## src/rtl/core/irqd_pkg.sv

```systemverilog
`timescale 1ns / 1ps

package irqd_pkg;

    // Default wire count and field widths
    localparam int NUM_WIRES_DEF = 64;
    localparam int VEC_W         = 8;
    localparam int WIRE_W        = 7;
    localparam int CHOSEN_W      = 6;

    // The priority scanner looks at one group of pending lines per cycle
    localparam int GRP_W         = 8;
    localparam int GRP_IDX_W     = 3;

    // APB register port
    localparam int APB_AW        = 3;
    localparam int APB_DW        = 32;

    // Register index, taken from paddr[2]
    localparam logic REG_UNKNOWN_VEC = 1'b0;

    typedef enum logic [1:0] {
        ACT_REG   = 2'd0,
        ACT_EN    = 2'd1,
        ACT_DIS   = 2'd2,
        ACT_QUERY = 2'd3
    } t_action;

    typedef enum logic [1:0] {
        S_IDLE,
        S_SCAN,
        S_LOAD,
        S_PUSH
    } t_state;

    // Sequencer to vector table
    typedef struct packed {
        logic                wr;
        logic                rd;
        logic [CHOSEN_W-1:0] addr;
        logic [VEC_W-1:0]    data;
    } t_vt_req;

    // Vector table read response (registered)
    typedef struct packed {
        logic             flag;
        logic [VEC_W-1:0] data;
    } t_vt_rsp;

    // One result item
    typedef struct packed {
        logic [VEC_W-1:0]    vec;
        logic [CHOSEN_W-1:0] chosen;
        logic                found;
        logic                error;
    } t_result;

endpackage

```

## src/rtl/core/irq_wire_to_vector_dispatch.sv

```systemverilog
`timescale 1ns / 1ps

// Channel   Direction  Handshake           Payload
// ------    ---------  ------------------  ---------------------------------------------
// request   in         i_valid / o_stall   i_action, i_wire_req, i_vector, i_pending
// result    out        o_valid / i_stall   o_result_vector, o_chosen_wire, o_found, o_error
// config    in         APB psel/penable    paddr, pwdata, prdata, pready (always high)
//
// Register, enable and disable are accepted, then handed off to the output register.
// A query runs the 8-line priority scanner, which walks one group per cycle over
// NGRP = ceil(NUM_WIRES / 8) groups; on a hit the single-port vector table then takes
// one registered read, and with no hit the result is unknown_vector.
// Reset is synchronous, active low; it clears enables, bound flags and unknown_vector.
// o_stall is high while an item is in work or its result cannot enter the output register.
module irq_wire_to_vector_dispatch import irqd_pkg::*; #(
    parameter int NUM_WIRES = NUM_WIRES_DEF
) (
    input  logic                i_clk,
    input  logic                i_rst_n,
    // request channel
    input  logic                i_valid,
    output logic                o_stall,
    input  logic [1:0]          i_action,
    input  logic [WIRE_W-1:0]   i_wire_req,
    input  logic [VEC_W-1:0]    i_vector,
    input  logic [63:0]         i_pending,
    // result channel
    output logic                o_valid,
    input  logic                i_stall,
    output logic [VEC_W-1:0]    o_result_vector,
    output logic [CHOSEN_W-1:0] o_chosen_wire,
    output logic                o_found,
    output logic                o_error,
    // config port
    input  logic                psel,
    input  logic                penable,
    input  logic                pwrite,
    input  logic [APB_AW-1:0]   paddr,
    input  logic [APB_DW-1:0]   pwdata,
    output logic [APB_DW-1:0]   prdata,
    output logic                pready
);

    localparam int AW   = $clog2(NUM_WIRES);
    localparam int NGRP = (NUM_WIRES + GRP_W - 1) / GRP_W;
    localparam int GW   = (NGRP > 1) ? $clog2(NGRP) : 1;
    localparam int HP   = NGRP * GRP_W;
    localparam int SW   = GW + GRP_IDX_W;

    t_state               r_state, n_state;
    t_result              r_res, n_res;
    t_result              r_out;
    logic                 r_ovalid;
    logic [GW-1:0]        r_grp, n_grp;
    logic [HP-1:0]        r_hits, n_hits;
    logic [NUM_WIRES-1:0] r_en, n_en;
    logic [VEC_W-1:0]     r_unknown;

    t_vt_req              vt_req;
    t_vt_rsp              vt_rsp;
    t_action              act;
    logic                 wire_ok;
    logic [AW-1:0]        widx;
    logic                 scan_hit;
    logic [GRP_IDX_W-1:0] scan_idx;
    logic [SW-1:0]        sel;
    logic                 out_free;
    logic                 out_load;
    logic                 cfg_wr;

    assign act      = t_action'(i_action);
    assign wire_ok  = (i_wire_req < WIRE_W'(NUM_WIRES));
    assign widx     = i_wire_req[AW-1:0];
    assign sel      = {r_grp, scan_idx};
    assign out_free = !r_ovalid || !i_stall;
    assign out_load = (r_state == S_PUSH) && out_free;
    assign o_stall  = (r_state != S_IDLE);

    // shared group scanner
    irqd_scan u_scan (
        .i_bits (r_hits[GRP_W-1:0]),
        .o_hit  (scan_hit),
        .o_idx  (scan_idx)
    );

    // vector table
    irqd_vtab #(
        .NUM_WIRES (NUM_WIRES)
    ) u_vtab (
        .i_clk   (i_clk),
        .i_rst_n (i_rst_n),
        .i_req   (vt_req),
        .o_rsp   (vt_rsp)
    );

    // sequencer: next state and datapath control
    always_comb begin
        n_state = r_state;
        n_res   = r_res;
        n_grp   = r_grp;
        n_hits  = r_hits;
        n_en    = r_en;
        vt_req  = '0;
        unique case (r_state)
            S_IDLE: begin
                if (i_valid) begin
                    n_res = '0;
                    if (act == ACT_QUERY) begin
                        n_hits  = HP'(i_pending[NUM_WIRES-1:0] & r_en);
                        n_grp   = '0;
                        n_state = S_SCAN;
                    end else begin
                        n_state = S_PUSH;
                        if (!wire_ok) begin
                            n_res.error = 1'b1;
                        end else begin
                            case (act)
                                ACT_REG: begin
                                    vt_req.wr   = 1'b1;
                                    vt_req.addr = CHOSEN_W'(widx);
                                    vt_req.data = i_vector;
                                    n_res.vec   = i_vector;
                                end
                                ACT_EN:  n_en[widx] = 1'b1;
                                ACT_DIS: n_en[widx] = 1'b0;
                                default: ;
                            endcase
                        end
                    end
                end
            end
            S_SCAN: begin
                if (scan_hit) begin
                    vt_req.rd    = 1'b1;
                    vt_req.addr  = CHOSEN_W'(sel);
                    n_res.chosen = CHOSEN_W'(sel);
                    n_res.found  = 1'b1;
                    n_state      = S_LOAD;
                end else if (r_grp == GW'(NGRP - 1)) begin
                    n_res.vec = r_unknown;
                    n_state   = S_PUSH;
                end else begin
                    n_grp  = r_grp + 1'b1;
                    n_hits = r_hits >> GRP_W;
                end
            end
            S_LOAD: begin
                n_res.vec = vt_rsp.flag ? vt_rsp.data : r_unknown;
                n_state   = S_PUSH;
            end
            S_PUSH: begin
                if (out_free) begin
                    n_state = S_IDLE;
                end
            end
            default: n_state = S_IDLE;
        endcase
    end

    // state register
    always_ff @(posedge i_clk) begin
        if (!i_rst_n) begin
            r_state <= S_IDLE;
            r_en    <= '0;
        end else begin
            r_state <= n_state;
            r_en    <= n_en;
        end
    end

    // work registers
    always_ff @(posedge i_clk) begin
        r_res  <= n_res;
        r_grp  <= n_grp;
        r_hits <= n_hits;
    end

    // output register
    always_ff @(posedge i_clk) begin
        if (!i_rst_n) begin
            r_ovalid <= 1'b0;
        end else if (out_load) begin
            r_ovalid <= 1'b1;
        end else if (!i_stall) begin
            r_ovalid <= 1'b0;
        end
    end

    always_ff @(posedge i_clk) begin
        if (out_load) begin
            r_out <= r_res;
        end
    end

    assign o_valid         = r_ovalid;
    assign o_result_vector = r_out.vec;
    assign o_chosen_wire   = r_out.chosen;
    assign o_found         = r_out.found;
    assign o_error         = r_out.error;

    // config register
    assign cfg_wr = psel && penable && pwrite;
    assign pready = 1'b1;
    assign prdata = (paddr[2] == REG_UNKNOWN_VEC) ? APB_DW'(r_unknown) : '0;

    always_ff @(posedge i_clk) begin
        if (!i_rst_n) begin
            r_unknown <= '0;
        end else if (cfg_wr && (paddr[2] == REG_UNKNOWN_VEC)) begin
            r_unknown <= pwdata[VEC_W-1:0];
        end
    end

    // a query transfer always starts the scan
    a_query_scans: assert property (@(posedge i_clk) disable iff (!i_rst_n)
        (r_state == S_IDLE && i_valid && act == ACT_QUERY) |=> (r_state == S_SCAN))
        else $error("query did not start scan");

    // the group counter stays inside the scanned range
    a_grp_range: assert property (@(posedge i_clk) disable iff (!i_rst_n)
        (r_state == S_SCAN) |-> (r_grp <= GW'(NGRP - 1)))
        else $error("scan group out of range");

    // a found wire is always a real wire
    a_found_wire: assert property (@(posedge i_clk) disable iff (!i_rst_n)
        (r_ovalid && r_out.found) |-> ({1'b0, r_out.chosen} < WIRE_W'(NUM_WIRES)))
        else $error("chosen wire beyond wire count");

    // an error result carries nothing else
    a_error_clean: assert property (@(posedge i_clk) disable iff (!i_rst_n)
        (r_ovalid && r_out.error) |-> (!r_out.found && r_out.vec == '0 && r_out.chosen == '0))
        else $error("error result with payload");

    // table read only after a scanner hit, and its data used next cycle
    a_load_after_read: assert property (@(posedge i_clk) disable iff (!i_rst_n)
        (r_state == S_LOAD) |-> ($past(r_state) == S_SCAN && $past(scan_hit)))
        else $error("load without scanner hit");

endmodule

```

## src/rtl/core/irqd_scan.sv

```systemverilog
`timescale 1ns / 1ps

// Lowest-set-bit finder over one group of pending lines
module irqd_scan import irqd_pkg::*; (
    input  logic [GRP_W-1:0]     i_bits,
    output logic                 o_hit,
    output logic [GRP_IDX_W-1:0] o_idx
);

    always_comb begin
        o_hit = |i_bits;
        o_idx = '0;
        // walk down so the lowest set bit wins
        for (int i = GRP_W - 1; i >= 0; i--) begin
            if (i_bits[i]) begin
                o_idx = GRP_IDX_W'(i);
            end
        end
    end

endmodule

```

## src/rtl/core/irqd_vtab.sv

```systemverilog
`timescale 1ns / 1ps

// Vector table: single-port memory with registered read, plus bound flags
module irqd_vtab import irqd_pkg::*; #(
    parameter int NUM_WIRES = NUM_WIRES_DEF
) (
    input  logic    i_clk,
    input  logic    i_rst_n,
    input  t_vt_req i_req,
    output t_vt_rsp o_rsp
);

    localparam int AW = $clog2(NUM_WIRES);

    logic [VEC_W-1:0]     r_mem [NUM_WIRES];
    logic [NUM_WIRES-1:0] r_flags;
    logic [VEC_W-1:0]     r_rd_data;
    logic                 r_rd_flag;
    logic [AW-1:0]        addr;

    assign addr = i_req.addr[AW-1:0];

    // memory write and registered read
    always_ff @(posedge i_clk) begin
        if (i_req.wr) begin
            r_mem[addr] <= i_req.data;
        end
        if (i_req.rd) begin
            r_rd_data <= r_mem[addr];
            r_rd_flag <= r_flags[addr];
        end
    end

    // bound flags, cleared by reset
    always_ff @(posedge i_clk) begin
        if (!i_rst_n) begin
            r_flags <= '0;
        end else if (i_req.wr) begin
            r_flags[addr] <= 1'b1;
        end
    end

    assign o_rsp = '{flag: r_rd_flag, data: r_rd_data};

endmodule
```

## config.mk

```make
export PLATFORM = sky130hd
export DESIGN_NAME = irq_wire_to_vector_dispatch
export DESIGN_NICKNAME = d
export VERILOG_FILES = /design/src/rtl/core/irqd_pkg.sv /design/src/rtl/core/irq_wire_to_vector_dispatch.sv /design/src/rtl/core/irqd_scan.sv /design/src/rtl/core/irqd_vtab.sv
export SDC_FILE = /design/constraint.sdc
export NUM_CORES = 1
export LEC_CHECK = 0
export ABC_AREA = 0
export BUFFER_PORTS_ARGS = -buffer_cell sky130_fd_sc_hd__buf_2
export CORE_ASPECT_RATIO = 0.7
export CORE_MARGIN = 1.5
export CORE_UTILIZATION = 35
export CTS_CLUSTER_SIZE = 30
export DETAILED_ROUTE_END_ITERATION = 12
export PLACE_DENSITY = 0.6
export REMOVE_ABC_BUFFERS = 1
export SLEW_MARGIN = 15
export SYNTH_ARGS = -nofsm -noshare
export SYNTH_HDL_FRONTEND = slang
export SYNTH_HIERARCHICAL = 1
export SYNTH_SLANG_ARGS = --single-unit
```

## constraint.sdc

```tcl
create_clock -name i_clk -period 6 [get_ports i_clk]
set_input_delay 1.2 -clock i_clk [delete_from_list [all_inputs] [get_ports i_clk]]
set_output_delay 1.2 -clock i_clk [all_outputs]
set_load 0.1 [all_outputs]
```

== Word-level counts from Yosys, hierarchy flattened ==
Memory sizes are Yosys's and may differ from the RTL's. A register that Yosys moved wholly into a read port is not among the register bits.
Cells that the tools add are included.

* Bits in registers: 239
* Bits in writable memories: 512
* Memories: 1

* $add $sub $neg: 1
* Magnitude comparators: 5
* Eq/ne operators: 16
* Mux-type cells: 61
* Bitwise operators: 7
* Reduce and logical (&&, ||, !) cells: 22

{| class="wikitable"
|+ Memories
! name !! depth !! width !! read ports !! clocked after memory_dff !! wr ports !! RTL line !! source
|-
| u_vtab.r_mem || 64 || 8 || 1 || 1 || 1 || irqd_vtab.sv:15 || <nowiki>logic [VEC_W-1:0] r_mem [NUM_WIRES];</nowiki>
|}

{| class="wikitable"
|+ Operators by type and width
! operator !! number
|-
| 64-bit 2-to-1 mux || 4
|-
| 64-bit one-hot mux with 2 select lines || 2
|-
| 64-bit AND || 2
|-
| 64-bit bitwise OR || 2
|-
| 8-bit 2-to-1 mux || 8
|-
| 64-bit inverter || 1
|-
| 14-bit 2-to-1 mux || 4
|-
| 3-bit 2-to-1 mux || 12
|-
| 8-bit one-hot mux with 3 select lines || 1
|-
| 16-bit 2-to-1 mux || 1
|-
| 1-bit 2-to-1 mux || 15
|-
| 6-bit by 7-bit < comparator with 1-bit output, second input constant || 2
|-
| 7-bit 2-to-1 mux || 2
|-
| 2-bit != test, second input constant || 7
|-
| 7-bit one-hot mux with 2 select lines || 1
|-
| 1-bit demux with 6-bit select || 2
|-
| 6-bit by 1-bit >= comparator with 1-bit output, second input constant || 2
|-
| 6-bit one-hot mux with 2 select lines || 1
|-
| 2-bit 2-to-1 mux || 5
|-
| 5-bit AND reduction || 2
|-
| 2-bit equality test, second input constant || 4
|-
| 2-bit one-hot mux with 4 select lines || 1
|-
| 8-bit OR reduction || 1
|-
| 7-bit < comparator, second input constant || 1
|-
| other kinds (17) || 29
|}

== Depth between registers and ports, before layout ==
* Depth in word-level cells: 15
* Mapped depth: 16
* Mapped depth without buffers: 10

== By module ==
The synthesis kept the hierarchy.

{| class="wikitable"
|+ Modules (own cells, without submodules)
! module !! times used !! cells each !! area an instance (um2) !! sequential area each (um2)
|-
| irqd_vtab || 1 || 1330 || 22384.0 || 16926.2
|-
| irq_wire_to_vector_dispatch || 1 || 753 || 7704.9 || 4474.3
|-
| irqd_scan || 1 || 13 || 81.3 || 0.0
|}

== Worst setup path before layout ==
Ideal clock, no wire load.

* Kind: input -> register
* From: input i_action[0]
* To: register r_grp[0], enable pin
* Arrival: 4737 ps
* Required time: 5486 ps
* Slack: 749 ps
* Stages: 3
* Path buffers: 0
* Cell sequence: ha_1 nand2_1 a21oi_1

* Word-level cells in the longest chain between the ends: 3

{| class="wikitable"
|+ Ends and longest elaborated chain
! element !! RTL line !! source
|-
| from (decl) || irq_wire_to_vector_dispatch.sv:23 || <nowiki>input logic [1:0] i_action,</nowiki>
|-
| 2-bit equality test || irq_wire_to_vector_dispatch.sv:108 || <nowiki>if (act == ACT_QUERY) begin</nowiki>
|-
| 2-bit != test (no source line) || n/a ||
|-
| 5-bit AND reduction (no source line) || n/a ||
|-
| to (signal assigned) || irq_wire_to_vector_dispatch.sv:174 || <nowiki>r_grp <= n_grp;</nowiki>
|-
| to (decl) || irq_wire_to_vector_dispatch.sv:54 || <nowiki>logic [GW-1:0] r_grp, n_grp;</nowiki>
|}

No other way between the ends.
A chain may end at the register's enable or synchronous reset.

==> flow_summary_export.csv <==
group,metric,value,unit
synth,synth_area,30200,sq um
placement,gp_congestion,0.918,
status,status,"completed",
synth,synthMuxAreaShare,4.42,%
synth,synth-edff-count,620,
placement,portBuffers,122,
clock_network,post_cts_resized,0,
power_and_ir_drop,leakage,12.0,nW
route,routed_wl,84600,um
synth,synth_adder_area_share,0.373,%
global_routing,grt_overflow,0,
sta,period_share,81.2,%
power_and_ir_drop,p_int,9.47,mW
setup_path,cp_max_fo,53,
setup_path,cp-end-kind,"flop",
clock_network,h-tree-depth,3,
die,chipHeight,249,um
sta,maxSlewViolCount,0,
power_and_ir_drop,switchingPower,4.07,mW
power_and_ir_drop,peakVddDrop,0.000228,V
sta,skew,0.0288,ns
die,rows,89,
synth,synthCells,2096,
synth,synth_ff_type,"edfxtp_1",
setup_path,max_stage_delay,0.67,ns
synth,synth_top_area_share,61.7,%
setup_path,reg2regPathDepth,10,
setup_path,start_kind,"flop",
route,dr.pass1.iters,6,
global_routing,grt_max_degree,86,
synth,yosys.cell_types.count,82,
clock_network,cts_made_buffers,71,
sta,rsz0062_at_grt,"false",
clock_network,cts_max_path_buffers,3,
clock_network,cts_tree,"yes",
synth,yosysMostFrequentCell,"edfxtp_1",
sta,fmax,205,MHz
power_and_ir_drop,switching_share,30.1,%
power_and_ir_drop,seq_power_share,46.4,%
layout,seq_area,21400,sq um
synth,yosys-top-cells-area,"edfxtp_1 62%, dfxtp_1 9.2%, a221oi_1 2.8%",
route,via_count,19600,
global_routing,antenna_found_initial,5,
clock_network,cts_sinks,759,
synth,yosysTopAreaCell,"edfxtp_1",
global_routing,grtUsageTotal,18.8,%
global_routing,grt_pass1_vias,19200,
synth,ys_top_cells_by_count,"620 x edfxtp_1, 174 x nor2_1, 165 x nand2_1, 139 x dfxtp_1, 134 x o21ai_0",
synth,async_reset_ff_share,0,%
sta,relSlewSlack,15.5,%
route,ant_nets,0,
sta,hold_slack,0.419,ns
synth,synthSimpleGateAreaFrac,7.61,%
die,die_w,354,um
setup_path,path_cells,"inv_1, ha_4, and2_1, a22o_4, buf_12, mux2_1, a32o_1, a221oi_2, o22ai_1, or4_1",
layout,multiInputGateArea,7990,sq um
layout,final_layout_size_suffix_gt1_share,20.5,%
layout,nets,2420,
synth,yosys_warnings,6,
die,ios,174,
synth,synth_xor_area_share,0,%
job,cap_violations,0,
layout,synthToLayoutAreaGrowth,15.6,%
placement,place_hpwl,55900,um
synth,ys_seq_area_share,70.9,%
sta,post-route-min-period,4.87,ns
route,drt-initial-drc-count,2480,
die,core,84900,sq um
power_and_ir_drop,power_frac_clock,33.0,%
global_routing,grt_pass1_wl,124000,um
die,start_util,35.6,%
layout,fill_cells,7731,
synth,synth_top_family_by_area,"compound AO/OA/AOI/OAI gates",
sta,fin_ws,1.13,ns
synth,synth_compound_area_share,13.4,%
worst_hold_path,min_path_type,"reg -> reg",
setup_path,worstSetupPathType,"reg -> reg",
route,post-route-drc-count,0,
power_and_ir_drop,combPwrFrac,20.6,%
power_and_ir_drop,pwr_density_cell,388,nW/um^2
die,die_area,88000,sq um
clock_network,cts.hold.buffers_added,0,
clock_network,postCtsSetupBuffers,0,
placement,dpl.cell_count,3352,
clock_network,cts_root_buf,"clkbuf_16",
worst_hold_path,whs_path_depth,0,
setup_path,critical_path_required,6.31,ns
synth,ys_ff_latch,759,
route,wl_per_cell,24.3,um
sta,setup_violations,0,
clock_network,clk_pin_slew,0.06,ns
placement,place_ws,0.792,ns
setup_path,critPathArrivalTime,5.18,ns
sta,hold_viol_final,0,
layout,instances_no_fill,3484,
setup_path,crit_path_top_delay_cell,"and2_1",
synth,syn_area_per_cell,14.4,sq um
sta,worstMarginPinSlew,1.26,ns
route,via_per_inst,5.61,
power_and_ir_drop,power,13.5,mW
clock_network,clk_latency,0.63,ns
cells by family after synthesis:
logic type	Yosys count
simple gates	484
other cells	2
buf+inv	184
flops	759
mux	87
fa+ha+maj	9
compound gates	571
final timing paths:
check                               start                             to  slack (ns)
hold / removal     r_res[0]$_SDFFCE_PP0P_              o_error$_DFFE_PP_        0.42
setup / recovery  r_state[1]$_SDFFE_PN0P_  u_vtab/r_rd_data[2]$_DFFE_PP_        1.13
hold reg to reg    r_res[0]$_SDFFCE_PP0P_              o_error$_DFFE_PP_        0.42
setup reg to reg  r_state[1]$_SDFFE_PN0P_  u_vtab/r_rd_data[2]$_DFFE_PP_        1.13
cell type report:
| class | instances | area share (%) |
|---|---|---|
| clock inverters | 31 | 0.717 |
| multi-input cells | 1176 | 22.9 |
| inverters | 14 | 0.151 |
| repair buffers | 266 | 4.93 |
| flip-flops and latches | 759 | 61.4 |
| clock buffers | 100 | 5.85 |
| well taps | 1137 | 4.08 |
| diodes | 1 | 0.00717 |
power groups by stage:
stage               logic (mW)  registers [mW]  clock network, mW
finish                    2.78            6.28               4.47
global route              2.94            6.32               4.76
CTS                       2.73            6.29               4.55
detailed placement        2.72            6.40                  0
global placement          2.69            6.39                  0
floorplan                 1.54            6.51                  0
critical path: cells and delay by family, from the launching register on:
kind,cells,cell delay [ns]
AOI/OAI and AO/OA,4,1.56
adders and majority gates,1,0.46
buffers and inverters,2,0.46
DFF,1,0.35
muxes,1,0.36
and+or+nand+nor,2,1.31
stage by stage:
stage	instance area (sq um)	util (%)	setup TNS (ns)
floorplan	29300	-	-1333.40
global placement	32600	38.4	0
detailed placement	32600	38.4	0
CTS	34900	41.1	0
global route	34900	41.1	0
finish	34900	41.1	0
routing by layer:
layer	GRT usage [%]	vias to the layer above	wire length (um)
met5	0	-	13
met3	5.30	117	10200
met1	28.2	9883	36800
met2	26.9	1050	36000
li1	-	8507	-
met4	4.19	2	1520
state kept, by name, indices dropped and copies added, names as in the netlist, named ones only:
register          flops
u_vtab/r_mem        512
r_hits               64
u_vtab/r_flags       64
r_res                16
o_result_vector       8
r_unknown             8
u_vtab/r_rd_data      8
o_chosen_wire         6
r_grp                 3
r_state               2
o_error               1
o_found               1
o_valid               1
u_vtab/r_rd_flag      1
placed cells by master (no fill, tap or decap), drive strengths merged, types with 17 or more instances in the layout:
cell type,count
o21a,64
a221oi,100
buf,266
a22oi,64
mux2i,41
nand2,165
conb,25
mux4,36
a22o,32
dfxtp,139
clkbuf,100
nor2,176
clkinv,24
o21ai,137
edfxtp,620
nor2b,19
a21oi,81
and2,22
o221a,28
inv,17
nand3,20
No activity file was read; power rests on OpenSTA's default activity.
